**src/rtl/dtoi_pkg.sv**
```systemverilog
// ----------------------------------------------------------------------------
// dtoi_pkg
// Shared types and constants of the decimal text to int64 parser.
// ----------------------------------------------------------------------------
`default_nettype none

package dtoi_pkg;

  localparam logic [7:0] CharMinus = 8'h2D;
  localparam logic [7:0] CharZero  = 8'h30;
  localparam logic [7:0] CharNine  = 8'h39;

  localparam logic [1:0] StatusOk      = 2'd0;
  localparam logic [1:0] StatusInvalid = 2'd1;
  localparam logic [1:0] StatusRange   = 2'd2;

  // largest magnitude that can still be scaled by ten
  localparam logic signed [63:0] AccMaxDiv = 64'sd922337203685477580;
  localparam logic signed [63:0] AccMinDiv = -64'sd922337203685477580;

  localparam int QueueDepth = 4;
  localparam int QueuePtrW  = $clog2(QueueDepth);
  localparam int QueueCntW  = $clog2(QueueDepth + 1);

  typedef enum logic [1:0] {
    KIND_NONE,
    KIND_DIGIT,
    KIND_MINUS,
    KIND_BAD
  } kind_t;

  typedef struct packed {
    kind_t      kind;
    logic [3:0] digit;
    logic       last;
  } entry_t;

endpackage

`default_nettype wire

```
**src/rtl/dtoi_front.sv**
```systemverilog
// ----------------------------------------------------------------------------
// dtoi_front
// Accepts text bytes and classifies each one for the accumulate stage.
// ----------------------------------------------------------------------------
`default_nettype none

module dtoi_front (
  input  wire logic            clk,
  input  wire logic            rst,
  input  wire logic [7:0]      character,
  input  wire logic            no_character,
  input  wire logic            last_char,
  input  wire logic            char_valid,
  output logic                 char_stall,
  input  wire logic            queue_full,
  output logic                 push,
  output dtoi_pkg::entry_t     push_entry
);

  logic at_start;

  assign char_stall = queue_full;
  assign push       = char_valid && !queue_full;

  always_comb begin
    push_entry.last  = last_char;
    push_entry.digit = 4'(character - dtoi_pkg::CharZero);
    if (no_character) begin
      push_entry.kind = dtoi_pkg::KIND_NONE;
    end else if (character >= dtoi_pkg::CharZero && character <= dtoi_pkg::CharNine) begin
      push_entry.kind = dtoi_pkg::KIND_DIGIT;
    end else if (at_start && character == dtoi_pkg::CharMinus) begin
      push_entry.kind = dtoi_pkg::KIND_MINUS;
    end else begin
      push_entry.kind = dtoi_pkg::KIND_BAD;
    end
  end

  always_ff @(posedge clk) begin
    if (rst) begin
      at_start <= 1'b1;
    end else if (push) begin
      if (last_char) begin
        at_start <= 1'b1;
      end else if (!no_character) begin
        at_start <= 1'b0;
      end
    end
  end

endmodule

`default_nettype wire

```
**src/rtl/dtoi_queue.sv**
```systemverilog
// ----------------------------------------------------------------------------
// dtoi_queue
// Short request queue between the classify and accumulate stages.
// ----------------------------------------------------------------------------
`default_nettype none

module dtoi_queue (
  input  wire logic             clk,
  input  wire logic             rst,
  input  wire logic             push,
  input  wire dtoi_pkg::entry_t push_entry,
  output logic                  full,
  input  wire logic             pop,
  output logic                  nonempty,
  output dtoi_pkg::entry_t      head
);

  dtoi_pkg::entry_t                   slots [dtoi_pkg::QueueDepth];
  logic [dtoi_pkg::QueuePtrW-1:0]     wr_ptr;
  logic [dtoi_pkg::QueuePtrW-1:0]     rd_ptr;
  logic [dtoi_pkg::QueueCntW-1:0]     count;

  assign full     = count == dtoi_pkg::QueueCntW'(dtoi_pkg::QueueDepth);
  assign nonempty = count != '0;
  assign head     = slots[rd_ptr];

  always_ff @(posedge clk) begin
    if (push) begin
      slots[wr_ptr] <= push_entry;
    end
  end

  always_ff @(posedge clk) begin
    if (rst) begin
      wr_ptr <= '0;
      rd_ptr <= '0;
      count  <= '0;
    end else begin
      if (push) begin
        wr_ptr <= wr_ptr + 1'b1;
      end
      if (pop) begin
        rd_ptr <= rd_ptr + 1'b1;
      end
      if (push && !pop) begin
        count <= count + 1'b1;
      end else if (pop && !push) begin
        count <= count - 1'b1;
      end
    end
  end

endmodule

`default_nettype wire

```
**src/rtl/dtoi_back.sv**
```systemverilog
// ----------------------------------------------------------------------------
// dtoi_back
// Accumulates digits with range checks and registers the final result.
// ----------------------------------------------------------------------------
`default_nettype none

module dtoi_back (
  input  wire logic               clk,
  input  wire logic               rst,
  input  wire logic               q_nonempty,
  input  wire dtoi_pkg::entry_t   q_head,
  output logic                    pop,
  output logic signed [63:0]      value,
  output logic [1:0]              status,
  output logic                    result_valid,
  input  wire logic               result_stall
);

  logic signed [63:0] acc;
  logic               negative;
  logic               digit_seen;
  logic [1:0]         err;

  logic signed [63:0] acc_next;
  logic               negative_next;
  logic               digit_seen_next;
  logic [1:0]         err_next;
  logic [1:0]         final_status;

  logic signed [63:0] scaled;
  logic [64:0]        sum;
  logic               too_big;
  logic               out_free;

  assign out_free = !result_valid || !result_stall;
  assign pop      = q_nonempty && (!q_head.last || out_free);

  assign scaled  = (acc <<< 3) + (acc <<< 1);
  assign too_big = (acc > dtoi_pkg::AccMaxDiv) || (acc < dtoi_pkg::AccMinDiv);
  assign sum     = negative ? {scaled[63], scaled} - {61'd0, q_head.digit}
                            : {scaled[63], scaled} + {61'd0, q_head.digit};

  always_comb begin
    acc_next        = acc;
    negative_next   = negative;
    digit_seen_next = digit_seen;
    err_next        = err;
    if (err == dtoi_pkg::StatusOk) begin
      case (q_head.kind)
        dtoi_pkg::KIND_MINUS: begin
          negative_next = 1'b1;
        end
        dtoi_pkg::KIND_BAD: begin
          err_next = dtoi_pkg::StatusInvalid;
        end
        dtoi_pkg::KIND_DIGIT: begin
          if (too_big || (sum[64] != sum[63])) begin
            err_next = dtoi_pkg::StatusRange;
          end else begin
            acc_next        = sum[63:0];
            digit_seen_next = 1'b1;
          end
        end
        default: begin
        end
      endcase
    end
    if (err_next != dtoi_pkg::StatusOk) begin
      final_status = err_next;
    end else if (!digit_seen_next) begin
      final_status = dtoi_pkg::StatusInvalid;
    end else begin
      final_status = dtoi_pkg::StatusOk;
    end
  end

  always_ff @(posedge clk) begin
    if (rst) begin
      acc        <= '0;
      negative   <= 1'b0;
      digit_seen <= 1'b0;
      err        <= dtoi_pkg::StatusOk;
    end else if (pop) begin
      if (q_head.last) begin
        acc        <= '0;
        negative   <= 1'b0;
        digit_seen <= 1'b0;
        err        <= dtoi_pkg::StatusOk;
      end else begin
        acc        <= acc_next;
        negative   <= negative_next;
        digit_seen <= digit_seen_next;
        err        <= err_next;
      end
    end
  end

  always_ff @(posedge clk) begin
    if (rst) begin
      result_valid <= 1'b0;
    end else if (pop && q_head.last) begin
      result_valid <= 1'b1;
    end else if (result_valid && !result_stall) begin
      result_valid <= 1'b0;
    end
  end

  always_ff @(posedge clk) begin
    if (pop && q_head.last) begin
      status <= final_status;
      value  <= (final_status == dtoi_pkg::StatusOk) ? acc_next : '0;
    end
  end

`ifndef SYNTHESIS
  a_clear_after_last: assert property (@(posedge clk) disable iff (rst)
    pop && q_head.last |=> acc == '0 && !negative && !digit_seen
                           && err == dtoi_pkg::StatusOk)
    else $error("state not cleared after end of string");

  a_err_sticky: assert property (@(posedge clk) disable iff (rst)
    err != dtoi_pkg::StatusOk && !(pop && q_head.last) |=> err == $past(err))
    else $error("error code changed within a string");

  a_no_pop_over_result: assert property (@(posedge clk) disable iff (rst)
    result_valid && result_stall |-> !(pop && q_head.last))
    else $error("result overwritten while stalled");

  a_value_zero_on_error: assert property (@(posedge clk) disable iff (rst)
    result_valid && status != dtoi_pkg::StatusOk |-> value == '0)
    else $error("nonzero value with error status");
`endif

endmodule

`default_nettype wire

```
**src/rtl/decimal_text_to_int64_core.sv**
```systemverilog
// ----------------------------------------------------------------------------
// decimal_text_to_int64_core
// Parses a decimal number text, one byte per request, into a signed 64-bit
// value with invalid and out-of-range status.
// ----------------------------------------------------------------------------
// Takes one byte per cycle when neither side stalls; the result of a string
// is registered when its last item is popped from the queue. Bytes are
// classified on entry, pass through a four-entry queue, and each digit is
// folded into the accumulator (times ten by shift-add, one 65-bit add with
// overflow check). The result waits in an output register while following
// bytes keep flowing into the queue.
`default_nettype none

module decimal_text_to_int64_core (
  input  wire logic               clk,
  input  wire logic               rst,
  input  wire logic [7:0]         character,
  input  wire logic               no_character,
  input  wire logic               last_char,
  input  wire logic               char_valid,
  output logic                    char_stall,
  output logic signed [63:0]      value,
  output logic [1:0]              status,
  output logic                    result_valid,
  input  wire logic               result_stall
);

  logic             push;
  dtoi_pkg::entry_t push_entry;
  logic             queue_full;
  logic             pop;
  logic             q_nonempty;
  dtoi_pkg::entry_t q_head;

  dtoi_front u_front (
    .clk          (clk),
    .rst          (rst),
    .character    (character),
    .no_character (no_character),
    .last_char    (last_char),
    .char_valid   (char_valid),
    .char_stall   (char_stall),
    .queue_full   (queue_full),
    .push         (push),
    .push_entry   (push_entry)
  );

  dtoi_queue u_queue (
    .clk        (clk),
    .rst        (rst),
    .push       (push),
    .push_entry (push_entry),
    .full       (queue_full),
    .pop        (pop),
    .nonempty   (q_nonempty),
    .head       (q_head)
  );

  dtoi_back u_back (
    .clk          (clk),
    .rst          (rst),
    .q_nonempty   (q_nonempty),
    .q_head       (q_head),
    .pop          (pop),
    .value        (value),
    .status       (status),
    .result_valid (result_valid),
    .result_stall (result_stall)
  );

endmodule

`default_nettype wire
```
**config.mk**
```make
export PLATFORM = sky130hd
export DESIGN_NAME = decimal_text_to_int64_core
export DESIGN_NICKNAME = d
export VERILOG_FILES = /design/src/rtl/dtoi_pkg.sv /design/src/rtl/dtoi_front.sv /design/src/rtl/dtoi_queue.sv /design/src/rtl/dtoi_back.sv /design/src/rtl/decimal_text_to_int64_core.sv
export SDC_FILE = /design/constraint.sdc
export NUM_CORES = 1
export LEC_CHECK = 0
export BUFFER_PORTS_ARGS = -buffer_cell sky130_fd_sc_hd__buf_4
export CAP_MARGIN = 20
export CORE_MARGIN = 3
export CORE_UTILIZATION = 35
export CTS_CLUSTER_DIAMETER = 200
export DETAILED_ROUTE_END_ITERATION = 8
export HOLD_SLACK_MARGIN = 0.02
export SLEW_MARGIN = 20
export SYNTH_ARGS = -nofsm -noshare
export SYNTH_HDL_FRONTEND = slang
export SYNTH_SLANG_ARGS = --single-unit
```
**constraint.sdc**
```tcl
create_clock -name clk -period 8.8 [get_ports clk]
set_clock_uncertainty 0.2 [all_clocks]
set_input_delay 0.44 -clock clk [delete_from_list [all_inputs] [get_ports clk]]
set_output_delay 0.44 -clock clk [all_outputs]
set_load 0.01 [all_outputs]
```
==> results summary <==
The maximum cell stage delay along the critical path came out at 730 ps. For the worst setup path, the data arrival time is 7510 ps. The clock transition at the registers of the reported paths came out at 70 ps. In this run the deepest clock path goes through 2 buffers. The number of antenna diodes in the final layout is 0.

The critical path is of the flop to flop type. The floorplan has 75 rows. The maximum fanout count along the critical path came out at 43. The die outline area is 46270 µm². The slack of the worst reg-to-reg path came out at 1490 ps. The buffer type at the clock tree root is sky130_fd_sc_hd__clkbuf_16. The number of optimization iterations in the first detailed-route pass came out at 7. The die height is 215.1 µm. The initial antenna violation count came out at 0. Compared with the post-synthesis result, the final layout area differs by 11.56%. The count of distinct cell types in the synthesized netlist came out at 98.

The total vias in the final route came out at 14080. The initial utilization of the core area, before any placement, comes to 35.92%. When the netlist entered floorplanning its net count stood at 1825. The placer's final routability congestion estimate is 0.9956.

Dividing the detail-routed wire length by the instance count gives 21.44 µm. The most numerous cell on the critical path is sky130_fd_sc_hd__nor4_2. The number of buffer and inverter instances along the worst setup path is 1.

The worst setup slack after layout came out at 1490 ps. The pin count of the biggest net entering global routing came out at 47. The number of nets in the final layout came out at 1870. The number of cells produced by synthesis is 1736. In this run the number of H-tree levels came out at 4.

The first-pass GRT wire length is 79.14 mm. The number of synthesized flops with an enable pin is 94. For this design, the slowest cell found on the critical path is sky130_fd_sc_hd__and2_4. The final-report max-slew violation count came out at 0.

In the synthesized netlist the dominant register cell turns out to be sky130_fd_sc_hd__edfxtp_1. The worst-margin pin slew is 1078 ps. The source of the critical timing path is u_back.acc[0]$_SDFFE_PP0P_.

The routed design uses 3.651 mm of met3 wire. The kind of cell with the highest combined delay along the critical path is simple AND/OR/NAND/NOR gates. Summed over all layers, the global routing overflow is 0.

The total count of hold-check failures in the final report came to 0. The tool flagged a number of max-cap violations equal to 0. The worst setup path is captured at a flop.

STA classifies the critical path startpoint as a flop. Before CTS, the worst setup slack after placement is 1636 ps. The standby leakage power came out at 6.104 nW. The post-synthesis async set-or-reset flop share came out at 0%. The data required time at the worst endpoint came out at 9000 ps. The fraction of layout cells with a size suffix above 1 came out at 13.77%. The detailed router used layers up to and including met4. The reg-to-reg critical path startpoint is u_back.acc[0]$_SDFFE_PP0P_. The synthesized area divided by synthesized cell count came out at 8.815 µm². The critical path ends at u_back.acc[36]$_SDFFE_PP0P_.

TritonCTS built the clock tree. The share of the cycle needed by the critical path after routing came out at 83.06%. Power spread over the standard cell area amounts to 216.7 nW/µm². The detail route stage leaves a number of antenna-violating nets equal to 0.

Across every metal layer, demand over resource in global routing totals 21.84%. Setup violations remaining at the end of the flow were counted as 0. The number of clock sinks is 173. For this block, wires on met1 add up to 23.81 mm. Derived from the worst setup path, the maximum achievable clock frequency is 136.8 MHz. The routed length on met2 came out at 22.16 mm. The critical path depth is 18. The vias per cell came out at 5.938. The worst path needs 7310 ps of the cycle, external delays included. The summed negative setup slack over all endpoints came out at 0 ps.

The total detailed-routing wirelength is 50.83 mm. The flow ran to the end, and the final reports show no timing, DRC or antenna violations. The post-synthesis register bit count is 173. The critical path goes through ha_1 -> fa_1 -> a211oi_1 -> nor4_2 -> o21ai_1 -> and2_1 -> o31ai_2 -> a311oi_1 -> xnor2_1 -> and3_1 -> nand2_1 -> nor4_2 -> a31oi_1 -> xor2_1 -> and2_4 -> nand3b_4 -> buf_4 -> o32ai_2. The sequential element share of the synthesized area came out at 28.78%. The number of cells traversed by the worst register-to-register path is 18. The type of the worst min-delay path is primary input to flop. The worst slew margin relative to its limit came out at 27.10%.

The Yosys step of the flow raised 0 warnings. After clock tree synthesis, the flow added hold-fix buffers numbering 6. Buffers placed on the I/O ports in this run total 81.

The TritonCTS buffer count is 17. Summing every instance area after synthesis gives 15300 µm². The die span in x came out at 215.1 µm.

The post-CTS repair timing setup buffer count came out at 0. After filler insertion, the fill cell instance count of the layout stands at 4372. The maximum vdd drop is 0.0002328 V.

Setup repair after global routing left no endpoint under its margin. The remaining routing DRC violations is 0. Cells fill 40.07% of the core in the end. The area of the placeable core came out at 42600 µm².

The half-perimeter wire length after detailed placement is 39.95 mm. Post-CTS repair changed the size of 0 cells. The latest clock arrival within the worst-skew pair came out at 500 ps. The via count of the first global-routing pass was 13710. The violation count after the first detailed-routing iteration came out at 1192. The worst register-to-register path ends at u_back.acc[36]$_SDFFE_PP0P_.

For this design the top-level I/O count stands at 82.
==> cell usage after synthesis, types with 7 or more instances <==
cell type,count,area (µm²)
sky130_fd_sc_hd__and3_1,16,100.1
sky130_fd_sc_hd__o211ai_1,20,150.1
sky130_fd_sc_hd__xor2_1,53,464.2
sky130_fd_sc_hd__nand3_1,52,260.3
sky130_fd_sc_hd__nand4_1,49,306.5
sky130_fd_sc_hd__mux2i_1,69,690.7
sky130_fd_sc_hd__xnor2_1,56,490.5
sky130_fd_sc_hd__o32ai_1,9,78.83
sky130_fd_sc_hd__o21a_1,9,67.56
sky130_fd_sc_hd__a21oi_1,116,580.6
sky130_fd_sc_hd__a21o_1,38,285.3
sky130_fd_sc_hd__inv_1,88,330.3
sky130_fd_sc_hd__buf_6,11,123.9
sky130_fd_sc_hd__o32ai_2,58,943.4
sky130_fd_sc_hd__and2_1,24,150.1
sky130_fd_sc_hd__dfxtp_1,79,1582
sky130_fd_sc_hd__and4_1,16,140.1
sky130_fd_sc_hd__o31ai_1,8,60.06
sky130_fd_sc_hd__or2_2,11,68.82
sky130_fd_sc_hd__buf_2,16,80.08
sky130_fd_sc_hd__nor2_1,112,420.4
sky130_fd_sc_hd__a311oi_1,7,61.31
sky130_fd_sc_hd__nor4_1,30,187.7
sky130_fd_sc_hd__or3_1,21,131.4
sky130_fd_sc_hd__o21ai_1,8,40.04
sky130_fd_sc_hd__ha_1,71,888.4
sky130_fd_sc_hd__a31oi_1,20,125.1
sky130_fd_sc_hd__nand2b_1,10,62.56
sky130_fd_sc_hd__o21bai_1,9,67.56
sky130_fd_sc_hd__nand2_1,149,559.3
sky130_fd_sc_hd__clkbuf_1,45,168.9
sky130_fd_sc_hd__buf_4,7,52.55
sky130_fd_sc_hd__o21ai_0,74,370.4
sky130_fd_sc_hd__o22ai_1,8,50.05
sky130_fd_sc_hd__edfxtp_1,94,2823
sky130_fd_sc_hd__nor3_1,53,265.3
sky130_fd_sc_hd__a211oi_1,14,105.1
sky130_fd_sc_hd__mux4_2,7,157.7
sky130_fd_sc_hd__nor2b_1,71,444.2
==> area by class of cell <==
| class | count | area (µm²) | share of cell area (%) |
|---|---|---|---|
| multi-input combinational | 1395 | 10170 | 59.58 |
| sequential | 173 | 4404 | 25.80 |
| timing repair buffer | 106 | 823.3 | 4.823 |
| tap | 577 | 721.9 | 4.229 |
| clock buffer | 17 | 425.4 | 2.492 |
| inverter | 88 | 330.3 | 1.935 |
| clock inverter | 15 | 195.2 | 1.143 |
==> per-layer routing <==
layer	up-vias	global-route usage, %
met5	-	0
met4	0	7.006
met3	77	4.647
met2	494	33.37
met1	6834	30.82
li1	6674	-
==> placed cells by master (no fill, tap or decap), types with 17 or more instances in the layout <==
master / synthesis / final
sky130_fd_sc_hd__a21o_1: 38 / 38
sky130_fd_sc_hd__a21oi_1: 116 / 116
sky130_fd_sc_hd__a31oi_1: 20 / 20
sky130_fd_sc_hd__and2_1: 24 / 23
sky130_fd_sc_hd__buf_4: 7 / 99
sky130_fd_sc_hd__clkbuf_16: 0 / 17
sky130_fd_sc_hd__dfxtp_1: 79 / 79
sky130_fd_sc_hd__edfxtp_1: 94 / 94
sky130_fd_sc_hd__ha_1: 71 / 71
sky130_fd_sc_hd__inv_1: 88 / 88
sky130_fd_sc_hd__mux2i_1: 69 / 69
sky130_fd_sc_hd__nand2_1: 149 / 149
sky130_fd_sc_hd__nand3_1: 52 / 52
sky130_fd_sc_hd__nand4_1: 49 / 49
sky130_fd_sc_hd__nor2_1: 112 / 111
sky130_fd_sc_hd__nor2b_1: 71 / 71
sky130_fd_sc_hd__nor3_1: 53 / 53
sky130_fd_sc_hd__nor4_1: 30 / 29
sky130_fd_sc_hd__o211ai_1: 20 / 20
sky130_fd_sc_hd__o21ai_0: 74 / 74
sky130_fd_sc_hd__o32ai_2: 58 / 58
sky130_fd_sc_hd__or3_1: 21 / 21
sky130_fd_sc_hd__xnor2_1: 56 / 56
sky130_fd_sc_hd__xor2_1: 53 / 53
==> state kept, by name, summed over array words and instances, names as in the netlist, named ones only <==
| signal | flops |
|---|---|
| u_back.acc | 64 |
| u_back.value | 64 |
| u_queue.slots | 28 |
| u_queue.count | 3 |
| u_back.err | 2 |
| u_back.status | 2 |
| u_queue.rd_ptr | 2 |
| u_queue.wr_ptr | 2 |
| u_back.digit_seen | 1 |
| u_back.negative | 1 |
| u_back.result_valid | 1 |
| u_front.at_start | 1 |
==> power breakdown <==
| part | internal (mW) | leakage [nW] | total [mW] | switching (mW) |
|---|---|---|---|---|
| clock | 0.434 | 0.303 | 0.817 | 0.383 |
| combinational | 0.619 | 4.25 | 1.68 | 1.06 |
| sequential | 1.10 | 1.55 | 1.20 | 0.0999 |
==> metrics by stage <==
| stage | cell area (µm²) | hold WS, ps | power, mW | std cells |
|---|---|---|---|---|
| after floorplan | 15300 | 254.8 | 2.349 | 1736 |
| after global placement | 16380 | 284.7 | 2.895 | 2333 |
| after detailed placement | 16390 | 282.8 | 2.910 | 2333 |
| after CTS | 17070 | 39.44 | 3.745 | 2371 |
| after global routing | 17070 | 56.32 | 3.931 | 2371 |
| final | 17070 | 75.12 | 3.699 | 2371 |
==> worst min-delay path by stage <==
stage / start / endpoint / slack, ps / depth (start not counted)
after global placement: u_queue.count[2]$_SDFFE_PP0P_ / u_queue.count[2]$_SDFFE_PP0P_ / 280 / 2
after detailed placement: u_front.at_start$_SDFFE_PP1P_ / u_front.at_start$_SDFFE_PP1P_ / 280 / 1
final: no_character / u_queue.slots[0][6]$_DFFE_PP_ / 80 / 2
after CTS: no_character / u_queue.slots[0][6]$_DFFE_PP_ / 40 / 2
after floorplan: u_front.at_start$_SDFFE_PP1P_ / u_front.at_start$_SDFFE_PP1P_ / 250 / 1
after global routing: no_character / u_queue.slots[0][6]$_DFFE_PP_ / 60 / 2
==> logic make-up after synthesis <==
kind of cell / after synthesis / share of synthesized area (%)
adder cells (fa/ha/maj): 75 / 6.329
XOR/XNOR: 111 / 6.451
buffers and inverters: 168 / 4.963
flip-flops: 173 / 28.78
multiplexers: 79 / 5.764
AO/OA/AOI/OAI: 477 / 24.94
AND/OR/NAND/NOR: 653 / 22.77
Note: power is estimated with default switching activity, not from simulation.
